--- config.mk ---
export PLATFORM = sky130hd
export DESIGN_NAME = pbs_queue
export DESIGN_NICKNAME = d
export VERILOG_FILES = /design/src/hdl/pbs_pkg.sv /design/src/hdl/pbs_queue.sv
export VERILOG_INCLUDE_DIRS = /design/src /design/src/hdl
export SDC_FILE = /design/constraint.sdc
export NUM_CORES = 1
export LEC_CHECK = 0
export ABC_AREA = 1
export BUFFER_PORTS_ARGS = -buffer_cell sky130_fd_sc_hd__buf_4
export CELL_PAD_IN_SITES_DETAIL_PLACEMENT = 1
export CELL_PAD_IN_SITES_GLOBAL_PLACEMENT = 1
export CORE_ASPECT_RATIO = 1.75
export CORE_MARGIN = 2
export CORE_UTILIZATION = 49
export CTS_CLUSTER_SIZE = 24
export DETAILED_ROUTE_END_ITERATION = 8
export MAX_ROUTING_LAYER = met4
export PLACE_DENSITY_LB_ADDON = 0.3
export REMOVE_ABC_BUFFERS = 1
export SKIP_CTS_REPAIR_TIMING = 1
export SLEW_MARGIN = 25
export SYNTH_ARGS = -nofsm -noshare
export SYNTH_HDL_FRONTEND = slang
export SYNTH_SLANG_ARGS = --single-unit
--- constraint.sdc ---
create_clock -name clk -period 9.6 [get_ports clk]
set_clock_uncertainty 0.1 [all_clocks]
set_input_delay 2.4 -clock clk [delete_from_list [all_inputs] [get_ports clk]]
set_output_delay 2.4 -clock clk [all_outputs]
set_load 0.05 [all_outputs]
--- src/hdl/projection_back_scaler_unit_defines.svh ---
// assertion macros for the projection back scaler
`ifndef PROJECTION_BACK_SCALER_UNIT_DEFINES_SVH
`define PROJECTION_BACK_SCALER_UNIT_DEFINES_SVH
// implication checked on every edge outside reset
`define PBS_ASSERT_IMP(label, clk, rst_n, ante, cons) \
    label: assert property (@(posedge clk) disable iff (!rst_n) (ante) |-> (cons)) \
        else $error("pbs check failed");
// implication checked in the cycle after the antecedent
`define PBS_ASSERT_NEXT(label, clk, rst_n, ante, cons) \
    label: assert property (@(posedge clk) disable iff (!rst_n) (ante) |=> (cons)) \
        else $error("pbs check failed");
`endif

--- src/hdl/pbs_pkg.sv ---
// shared types and constants of the projection back scaler
package pbs_pkg;
    localparam logic [15:0] FF_ONE = 16'd32768;
    localparam logic [15:0] FF_RESET = 16'd32440;
    localparam logic signed [31:0] ONE_Q30 = 32'sh4000_0000;

    // request handed from the front part to the back part
    typedef struct packed {
        logic        in_range;
        logic signed [15:0] src_re;
        logic signed [15:0] src_im;
        logic signed [31:0] cre;
        logic signed [31:0] cim;
        logic [31:0] den;
    } pbs_req_t;

    // queue status, used at the top level to qualify the back part's request
    typedef struct packed {
        logic full;
        logic empty;
    } pbs_q_stat_t;
endpackage

--- src/hdl/pbs_queue.sv ---
// short request queue between the front and the back part
`include "projection_back_scaler_unit_defines.svh"
module pbs_queue (
    input  logic clk,
    input  logic rst_n,
    input  logic wr_valid,
    input  pbs_pkg::pbs_req_t wr_data,
    input  logic rd_ready,
    output logic rd_valid,
    output pbs_pkg::pbs_req_t rd_data,
    output logic [2:0] credit,
    output pbs_pkg::pbs_q_stat_t stat
);
    import pbs_pkg::*;
    pbs_req_t mem_reg [4];
    logic [1:0] wp_reg, rp_reg;
    logic [2:0] cnt_reg;
    logic do_rd;

    assign rd_valid = (cnt_reg != 3'd0);
    assign do_rd = rd_valid && rd_ready;
    assign rd_data = mem_reg[rp_reg];
    assign credit = 3'd4 - cnt_reg;
    assign stat.full = (cnt_reg == 3'd4);
    assign stat.empty = (cnt_reg == 3'd0);

    always_ff @(posedge clk)
    begin
        if (wr_valid)
            mem_reg[wp_reg] <= wr_data;
    end

    always_ff @(posedge clk or negedge rst_n)
    begin
        if (!rst_n)
        begin
            wp_reg <= '0;
            rp_reg <= '0;
            cnt_reg <= '0;
        end
        else
        begin
            if (wr_valid) wp_reg <= wp_reg + 2'd1;
            if (do_rd) rp_reg <= rp_reg + 2'd1;
            cnt_reg <= cnt_reg + 3'(wr_valid) - 3'(do_rd);
        end
    end

    `PBS_ASSERT_IMP(a_q_no_overflow, clk, rst_n, wr_valid && stat.full, 1'b0)
    `PBS_ASSERT_IMP(a_q_count, clk, rst_n, 1'b1, cnt_reg <= 3'd4)
    `PBS_ASSERT_IMP(a_q_empty, clk, rst_n, stat.empty, !do_rd)
endmodule

==> qor.yml, run 1 <==
run_status: "complete, no violations"
port-buffer-count: 267
cts_tree: "done"
worstPathArrival_ns: 3.66
wl_met2_um: 31000
fin_crit_ns: 6.16
cellPowerDensity_nw_per_um2: 357
synth_seq_cells: 523
route.detailed.drc: 0
ant_nets: 0
synth_edf_count: 516
grt_pass1_vias: 16400
place_congestion: 0.763
overflow: 0
die_w_um: 165
worstPathCellList: "inv_4 > buf_4 > nand3_1 > nand2_1 > buf_4"
area_delta_synth_final_pct: 16.9
max-cap-violations: 0
fmax_mhz: 162
syn_avg_cell_area_um2: 10.7
slowest_delay_ns: 0.83
grt_max_degree: 175
startpoint_type: "register"
synth_cells: 2077
p_leak_nw: 12.0
initial_utilization_pct: 49.3
crit_required_ns: 7.10
num_rows: 103
htreeDepth: 2
syn-cell-area_um2: 22200
root_buffer: "clkbuf_16"
crit_fanout: 66
cpMaxStageDelayCell: "buf_4"
critPathKind: "reg2out"
dr.first_iter.drc_count: 728
rsz0062_at_grt: "no"
antenna_found_initial: 10
drt-met1-wl_um: 20400
synthDistinctLibCells: 16
track_usage_pct: 24.7
synth_top_area_share_pct: 69.8
cp_common_cell: "buf_4"
wl_met3_um: 2700
wl_per_cell_um: 19.1
die-area_um2: 47100
seq_area_frac_synth_pct: 70.6
drt-vias-per-instance: 4.99
power_mw: 9.26
peakVddDrop_mv: 0.255
finalSetupTns_ns: 0
endpoint_kind: "primary output"
finalHoldViolCount: 0
setup_ws_ns: 3.44
clockBufferDepth: 3
tightest_slew_ns: 0.995
dp_hpwl_um: 33300
yosysWarningCount: 0
top_layer_used: "met4"
hold_path_class: "reg2reg"
wirelength_um: 56100
nets: 2457
grt_pass1_wl_um: 86500
setup_violations: 0
synthTopCellsByArea: "edfxtp_1 (70%), nand2_1 (11%), inv_1 (9.0%)"
synth_flop_cell: "edfxtp_1"
synth_commonest_cells: "nand2_1 (658), inv_1 (531), edfxtp_1 (516), nand3_1 (261), buf_2 (52)"
largest_reg_flops: 516
drv_slew: 0
num_io_pins: 268
vias: 14700
core_area_um2: 45000
drive_gt1_share_pct: 14.6
drt_first_pass_iters: 5
maxSlewHeadroom_pct: 33.7
synthArstFlopShare_pct: 1.34
period_share_pct: 64.1
fp.dieH_um: 286
clk_pin_slew_worst_paths_ns: 0.06
yosysMostFrequentCell: "nand2_1"
cts_made_buffers: 47
dp_slack_ns: 3.96
clock_latency_ns: 0.56
yosysTopAreaCell: "edfxtp_1"
r2r_slack_ns: 6.81
cts.sinks: 523
## cell usage in the layout, fill, tap and decap left out, types with 3 or more instances in the layout
| cell | synthesis | routed |
|---|---|---|
| dfrtp_1 | 7 | 5 |
| buf_4 | 5 | 273 |
| nand2_1 | 658 | 658 |
| inv_1 | 531 | 527 |
| diode_2 | 0 | 10 |
| bufinv_16 | 0 | 4 |
| clkinv_2 | 0 | 6 |
| inv_6 | 0 | 4 |
| clkbuf_16 | 0 | 49 |
| buf_6 | 23 | 3 |
| edfxtp_1 | 516 | 516 |
| clkinv_1 | 0 | 16 |
| clkbuf_1 | 8 | 10 |
| ha_1 | 9 | 9 |
| nand3_1 | 261 | 261 |
## layout make-up
type	instances	area, um2
fill	4799	19000
sequential	523	15700
multi-input combinational	933	3940
timing repair buffer	276	2080
inverter	533	2040
clock buffer	59	1260
tap	577	722
clock inverter	26	210
antenna	10	25.0
## metal layers
metal,up-vias,GRT usage [%]
met2,340,45.7
met3,94,4.00
li1,6932,-
met4,0,10.2
met5,-,-
met1,7300,25.6
## worst paths after layout
| kind | depth (start not counted) | to | from |
|---|---|---|---|
| worst max-delay path | 5 | rd_data[4] | rp_reg[1]$_DFFE_PN0P_ |
| worst min-delay path | 2 | cnt_reg[2]$_DFF_PN0_ | cnt_reg[2]$_DFF_PN0_ |
| worst max register to register | 5 | mem_reg[0][38]$_DFFE_PP_ | wp_reg[0]$_DFFE_PN0P_ |
| worst min register to register | 2 | cnt_reg[2]$_DFF_PN0_ | cnt_reg[2]$_DFF_PN0_ |
| max in group asynchronous | 1 | rp_reg[1]$_DFFE_PN0P_ | rst_n |
| min in group asynchronous | 1 | wp_reg[1]$_DFFE_PN0P_ | rst_n |
## critical path, delay by kind of cell, from the launching register on
kind | cells | cell delay [ns]
flip-flops | 1 | 0.82
buffers and inverters | 3 | 1.85
AND/OR/NAND/NOR | 2 | 0.33
## cells by family (layout without fill, tap and decap cells)
group,after synthesis,count (layout),share of synthesized area (%)
AO/OA/AOI/OAI,1,1,0.0225
adder cells (fa/ha/maj),10,10,0.598
flip-flops,523,523,70.6
other,0,10,0
XOR/XNOR,2,2,0.0789
buffers and inverters,621,894,11.7
AND/OR/NAND/NOR,920,920,17.0
## power by group
group	internal [mW]	switching (mW)	total (mW)	leakage [nW]
sequential	2.99	0.198	3.19	4.82
clock	1.04	0.804	1.84	0.721
combinational	1.05	3.18	4.23	6.49
total	5.08	4.19	9.26	12.0
## stage by stage
step           std cells  utilization (%)  hold WS [ns]  instance area [um2]
2_1_floorplan       1989                -         0.368                21600
3_3_place_gp        2842             54.3         0.391                24400
3_5_place_dp        2842             54.3         0.407                24400
4_1_cts             2927             57.6         0.419                25900
5_1_grt             2937             57.7         0.450                26000
6_report            2937             57.7         0.410                26000
(Power assumes the default switching activity.)
==> run 2: changes to the inputs <==
--- a/config.mk
+++ b/config.mk
@@ -12,7 +12,7 @@
 export CELL_PAD_IN_SITES_GLOBAL_PLACEMENT = 1
 export CORE_ASPECT_RATIO = 1.75
 export CORE_MARGIN = 2
-export CORE_UTILIZATION = 49
+export CORE_UTILIZATION = 46
 export CTS_CLUSTER_SIZE = 24
 export DETAILED_ROUTE_END_ITERATION = 8
 export MAX_ROUTING_LAYER = met4
==> constraint.sdc (replaced) <==
create_clock -name clk -period 6.25 [get_ports clk]
set_clock_uncertainty 0.1 [all_clocks]
set_input_delay 1.5625 -clock clk [delete_from_list [all_inputs] [get_ports clk]]
set_output_delay 1.5625 -clock clk [all_outputs]
set_load 0.05 [all_outputs]
==> run 2 against run 1 <==
Sequential cell count unchanged. Final area rose by 0.14%. Combinational power rose by 56%. Critical path type unchanged.
==> qor.yml, run 2 (synthesized netlist as in run 1, its figures left out) <==
slowest_delay_ns: 0.82  # about the same
critPathKind: "reg2out"
drt-vias-per-instance: 5.01  # +0.39%
run_status: "complete, no violations"
drt_first_pass_iters: 5  # unchanged
cts.sinks: 523  # unchanged
regArea_um2: 15700  # unchanged
combPwrFrac_pct: 46.5  # +0.8 points
crit_fanout: 156  # +140%
htreeDepth: 2  # unchanged
path_delay_family: "buffers and inverters"
clockBufferDepth: 3  # unchanged
setup_ws_ns: 1.29  # -2.15 ns
root_buffer: "clkbuf_16"
overflow: 0  # unchanged
seq_power_share_pct: 34.3  # about the same
largest_reg_flops: 516  # unchanged
grt_pass1_vias: 16400  # -0.15%
p_sw_share_pct: 45.4  # +0.25 points
use_met2_pct: 44.1  # -1.7 points
hold_path_class: "reg2reg"
rsz0062_at_grt: "no"
endpoint_kind: "primary output"
track_usage_pct: 23.5  # -1.2 points
final_cell_mix: "nand2_1 (658), inv_1 (527), edfxtp_1 (516)"
num_rows: 106  # +2.9%
grt_busiest_layer: "met2"
vias: 14800  # +1.2%
crit_required_ns: 4.59  # -2.51 ns
dp_slack_ns: 1.87  # -2.09 ns
clk_pin_slew_worst_paths_ns: 0.06  # about the same
setup_violations: 0  # unchanged
peakVddDrop_mv: 0.381  # +50%
final_cells: 2960  # +0.78%
n_fill_cell: 5148  # +7.3%
cts_made_buffers: 47  # unchanged
placedCellCount: 2868  # +0.91%
cellPowerDensity_nw_per_um2: 546  # +53%
max-cap-violations: 0  # unchanged
wirelength_um: 57200  # +2.0%
multi_input_area_um2: 3940  # unchanged
route.detailed.drc: 0  # unchanged
grt_pass1_wl_um: 86700  # +0.26%
clock_latency_ns: 0.56  # about the same
period_share_pct: 79.4
worstPathArrival_ns: 3.30  # -0.36 ns
worstPathCellList: "inv_8 > buf_4 > nand2_1 > nand3_1 > nand2_1 > buf_4"
port-buffer-count: 267  # unchanged
grt_max_degree: 157  # -10%
antenna_found_initial: 10  # unchanged
clock_power_share_pct: 19.2  # -0.7 points
cp_num_buf_inv: 3  # unchanged
die_w_um: 170  # +3.1%
startpoint_type: "register"
fin_crit_ns: 4.96
finalHoldViolCount: 0  # unchanged
nets: 2466  # +0.37%
p_switching_mw: 6.45  # +54%
die-area_um2: 50100  # +6.4%
finalSetupTns_ns: 0  # unchanged
wl_per_cell_um: 19.3  # +1.2%
ant_nets: 0  # unchanged
p_int_mw: 7.74  # +53%
fp.dieH_um: 295  # +3.2%
fmax_mhz: 202
grt_util_met3_pct: 4.19  # +0.19 points
drv_slew: 0  # unchanged
use_met1_pct: 23.6  # -2.0 points
initial_utilization_pct: 46.5  # -2.9 points
maxSlewHeadroom_pct: 33.4  # -0.26 points
cpMaxStageDelayCell: "dfrtp_4"
final_common_cell: "nand2_1"
num_io_pins: 268  # unchanged
area_delta_synth_final_pct: 17.1
cts_tree: "done"
dr.first_iter.drc_count: 698  # -4.1%
p_leak_nw: 12.0  # +0.11%
tightest_slew_ns: 0.999  # +0.00390 ns
drive_gt1_share_pct: 14.9  # +0.34 points
dp_hpwl_um: 34900  # +4.9%
core_area_um2: 47700  # +6.2%
place_congestion: 0.767  # +0.48%
## run 2: final cells by class
class,instances,share of cell area (%)
antenna,10,0.0963
clock buffer,67,5.09
clock inverter,15,0.380
inverter,533,7.81
multi-input combinational,933,15.1
sequential,523,60.3
tap,594,2.86
timing repair buffer,285,8.29
## run 2: stage by stage
stage / hold slack (ns) / instance area, um2 / utilization [%] / total power [mW]
final: 0.428 / 26000 / 54.4 / 14.2
after global routing: 0.448 / 26000 / 54.4 / 14.9
after CTS: 0.422 / 26000 / 54.4 / 14.4
after floorplan: 0.368 / 21600 / - / 9.51
after detailed placement: 0.405 / 24500 / 51.4 / 11.6
after global placement: 0.392 / 24500 / 51.4 / 11.4
## run 2: power by group through the flow
stage	clock network, mW	logic (mW)	registers, mW
after floorplan	0	4.43	5.09
after global placement	0	6.49	4.90
after detailed placement	0	6.66	4.95
after global routing	2.90	7.06	4.93
after CTS	2.78	6.70	4.88
final	2.73	6.59	4.87
## run 2: worst reg2reg max path: cells and delay by family (launching register included)
kind      cells  cell delay (ns)
xor+xnor      1             0.27
buf+inv       2             1.42
flops         1             0.82
## run 2: final timing paths
check | start | to | slack (ns) | cells past startpoint
worst max-delay path | rp_reg[0]$_DFFE_PN0P_ | rd_data[101] | 1.29 | 6
worst min-delay path | cnt_reg[2]$_DFF_PN0_ | cnt_reg[2]$_DFF_PN0_ | 0.43 | 2
worst max register to register | rp_reg[0]$_DFFE_PN0P_ | rp_reg[0]$_DFFE_PN0P_ | 3.53 | 3
worst min register to register | cnt_reg[2]$_DFF_PN0_ | cnt_reg[2]$_DFF_PN0_ | 0.43 | 2
max in group asynchronous | rst_n | rp_reg[0]$_DFFE_PN0P_ | 5.17 | 1
min in group asynchronous | rst_n | cnt_reg[0]$_DFF_PN0_ | 0.72 | 1
## run 2: routing by layer
metal	share of wire [%]	wire [um]
met2	56	31900
met5	0	0
met4	3.9	2230
met3	4.5	2580
met1	36	20500
==> run 3: changes to the inputs <==
--- a/config.mk
+++ b/config.mk
@@ -12,7 +12,7 @@
 export CELL_PAD_IN_SITES_GLOBAL_PLACEMENT = 1
 export CORE_ASPECT_RATIO = 1.75
 export CORE_MARGIN = 2
-export CORE_UTILIZATION = 46
+export CORE_UTILIZATION = 41
 export CTS_CLUSTER_SIZE = 24
 export DETAILED_ROUTE_END_ITERATION = 8
 export MAX_ROUTING_LAYER = met4
==> constraint.sdc (replaced) <==
create_clock -name clk -period 4.5 [get_ports clk]
set_clock_uncertainty 0.1 [all_clocks]
set_input_delay 1.125 -clock clk [delete_from_list [all_inputs] [get_ports clk]]
set_output_delay 1.125 -clock clk [all_outputs]
set_load 0.05 [all_outputs]
==> run 3 against run 2 <==
Clock-buffer cell count shrank 10. Wire length up 0.74%. Sequential cell count unchanged. First-iteration DRC count increased by 17%. Critical path depth did not move. Die area rose by 12%. Clock power is 52% higher. Final area is 1.7% higher. Utilization is 4.9 points lower. Global-route usage down 2.4 points. Worst hold slack got worse by 0.19 ns.
==> qor.yml, run 3 (synthesized netlist as in run 1, its figures left out) <==
final_area_um2: 26400  # +1.7%
maxSlewHeadroom_pct: 51.2  # +18 points
peakVddDrop_mv: 0.534  # +40%
antenna_found_initial: 10  # unchanged
cpMaxStageDelayCell: "buf_12"
final_cells: 3060  # +3.4%
num_rows: 112  # +5.7%
htreeDepth: 2  # unchanged
tightest_slew_ns: 0.732  # -0.266 ns
finalHoldViolCount: 0  # unchanged
route.detailed.drc: 0  # unchanged
die-area_um2: 56100  # +12%
rsz0062_at_grt: "no"
fin_crit_ns: 3.94
final_cell_mix: "nand2_1 (658), inv_1 (527), edfxtp_1 (516)"
drt_first_pass_iters: 5  # unchanged
drive_gt1_share_pct: 15.6  # +0.61 points
initial_utilization_pct: 41.6  # -4.9 points
grt_pass1_wl_um: 89300  # +3.0%
overflow: 0  # unchanged
crit_fanout: 138  # -12%
wirelength_um: 57600  # +0.74%
max-cap-violations: 0  # unchanged
num_io_pins: 268  # unchanged
track_usage_pct: 21.1  # -2.4 points
vias: 14800  # -0.11%
slowest_delay_ns: 0.55  # -0.27 ns
hold_path_class: "in2async"
largest_reg_flops: 516  # unchanged
clock_latency_ns: 0.58  # +0.02 ns
drv_slew: 0  # unchanged
clk_pin_slew_worst_paths_ns: 0.07  # about the same
n_fill_cell: 5787  # +12%
critPathKind: "reg2out"
endpoint_kind: "primary output"
finalSetupTns_ns: 0  # unchanged
root_buffer: "clkbuf_16"
crit_required_ns: 3.27  # -1.32 ns
worstPathArrival_ns: 2.71  # -0.59 ns
place_congestion: 0.749  # -2.3%
r2r_cells: 12  # +9
placedCellCount: 2964  # +3.3%
power_mw: 20.2  # +42%
dp_hpwl_um: 35900  # +2.9%
cts.sinks: 523  # unchanged
fp.dieH_um: 312  # +5.8%
final_util_pct: 49.5  # -4.9 points
dp_slack_ns: 1.11  # -0.759 ns
port-buffer-count: 267  # unchanged
area_delta_synth_final_pct: 19.0
core_area_um2: 53400  # +12%
holdWs_ns: 0.243  # -0.185 ns
final_common_cell: "nand2_1"
cts_made_buffers: 48  # +2.1%
ant_nets: 0  # unchanged
wl_per_cell_um: 18.8  # -2.5%
setup_ws_ns: 0.560  # -0.730 ns
run_status: "complete, no violations"
grt_pass1_vias: 16500  # +0.95%
place_area_um2: 24800  # +1.2%
cellPowerDensity_nw_per_um2: 764  # +40%
clockBufferDepth: 3  # unchanged
drt-vias-per-instance: 4.84  # -3.4%
cts_tree: "done"
startpoint_type: "register"
die_w_um: 180  # +5.8%
nets: 2473  # +0.28%
period_share_pct: 87.5
worstPathCellList: "buf_12 > buf_12 > nand2_1 > nand3_1 > nand2_1 > buf_4"
fmax_mhz: 254
setup_violations: 0  # unchanged
grt_max_degree: 139  # -11%
dr.first_iter.drc_count: 819  # +17%
p_leak_nw: 12.2  # +1.2%
==> run 3: cell count changes in the layout (fill, tap and decap cells not counted), sizes merged <==
cell	previous run	this run
clkbuf	67	57
clkinv	11	18
buf	285	291
bufinv	1	7
clkinvlp	2	4
inv	534	533
==> run 3: path summary, 6_finish.rpt <==
path	slack, ns	endpoint	from
worst max-delay path	0.56	rd_data[18]	rp_reg[0]$_DFFE_PN0P_
worst min-delay path	0.24	wp_reg[1]$_DFFE_PN0P_	rst_n
worst max register to register	2.03	cnt_reg[2]$_DFF_PN0_	cnt_reg[1]$_DFF_PN0_
worst min register to register	0.42	cnt_reg[2]$_DFF_PN0_	cnt_reg[2]$_DFF_PN0_
max in group asynchronous	3.91	rp_reg[1]$_DFFE_PN0P_	rst_n
min in group clk	0.42	cnt_reg[2]$_DFF_PN0_	cnt_reg[2]$_DFF_PN0_
==> run 3: power breakdown <==
part,total [mW],internal (mW),switching [mW]
sequential,6.61,6.37,0.238
combinational,9.42,2.37,7.05
clock,4.15,2.39,1.77
total,20.2,11.1,9.05
==> run 3: layout make-up <==
| cell class | count | area [um2] | share of cell area [%] |
|---|---|---|---|
| Inverter | 533 | 2030 | 7.69 |
| Multi-Input combinational cell | 933 | 3940 | 14.9 |
| Tap cell | 684 | 856 | 3.24 |
| Antenna cell | 10 | 25.0 | 0.0947 |
| Clock buffer | 57 | 1260 | 4.75 |
| Timing Repair Buffer | 291 | 2320 | 8.79 |
| Sequential cell | 523 | 15700 | 59.3 |
| Clock inverter | 29 | 319 | 1.21 |
==> run 3: critical path: cells and delay by family (launching register included) <==
kind | cells | cell delay, ns
buffers and inverters | 3 | 1.17
and+or+nand+nor | 3 | 0.35
DFF | 1 | 0.47
==> run 3: per-layer routing <==
metal / global-route usage [%] / vias to the layer above / wire length, um
met4: 9.90 / 0 / 2250
met5: - / - / 0
met2: 37.6 / 353 / 30800
li1: - / 6964 / -
met3: 3.83 / 127 / 2870
met1: 22.5 / 7378 / 21700
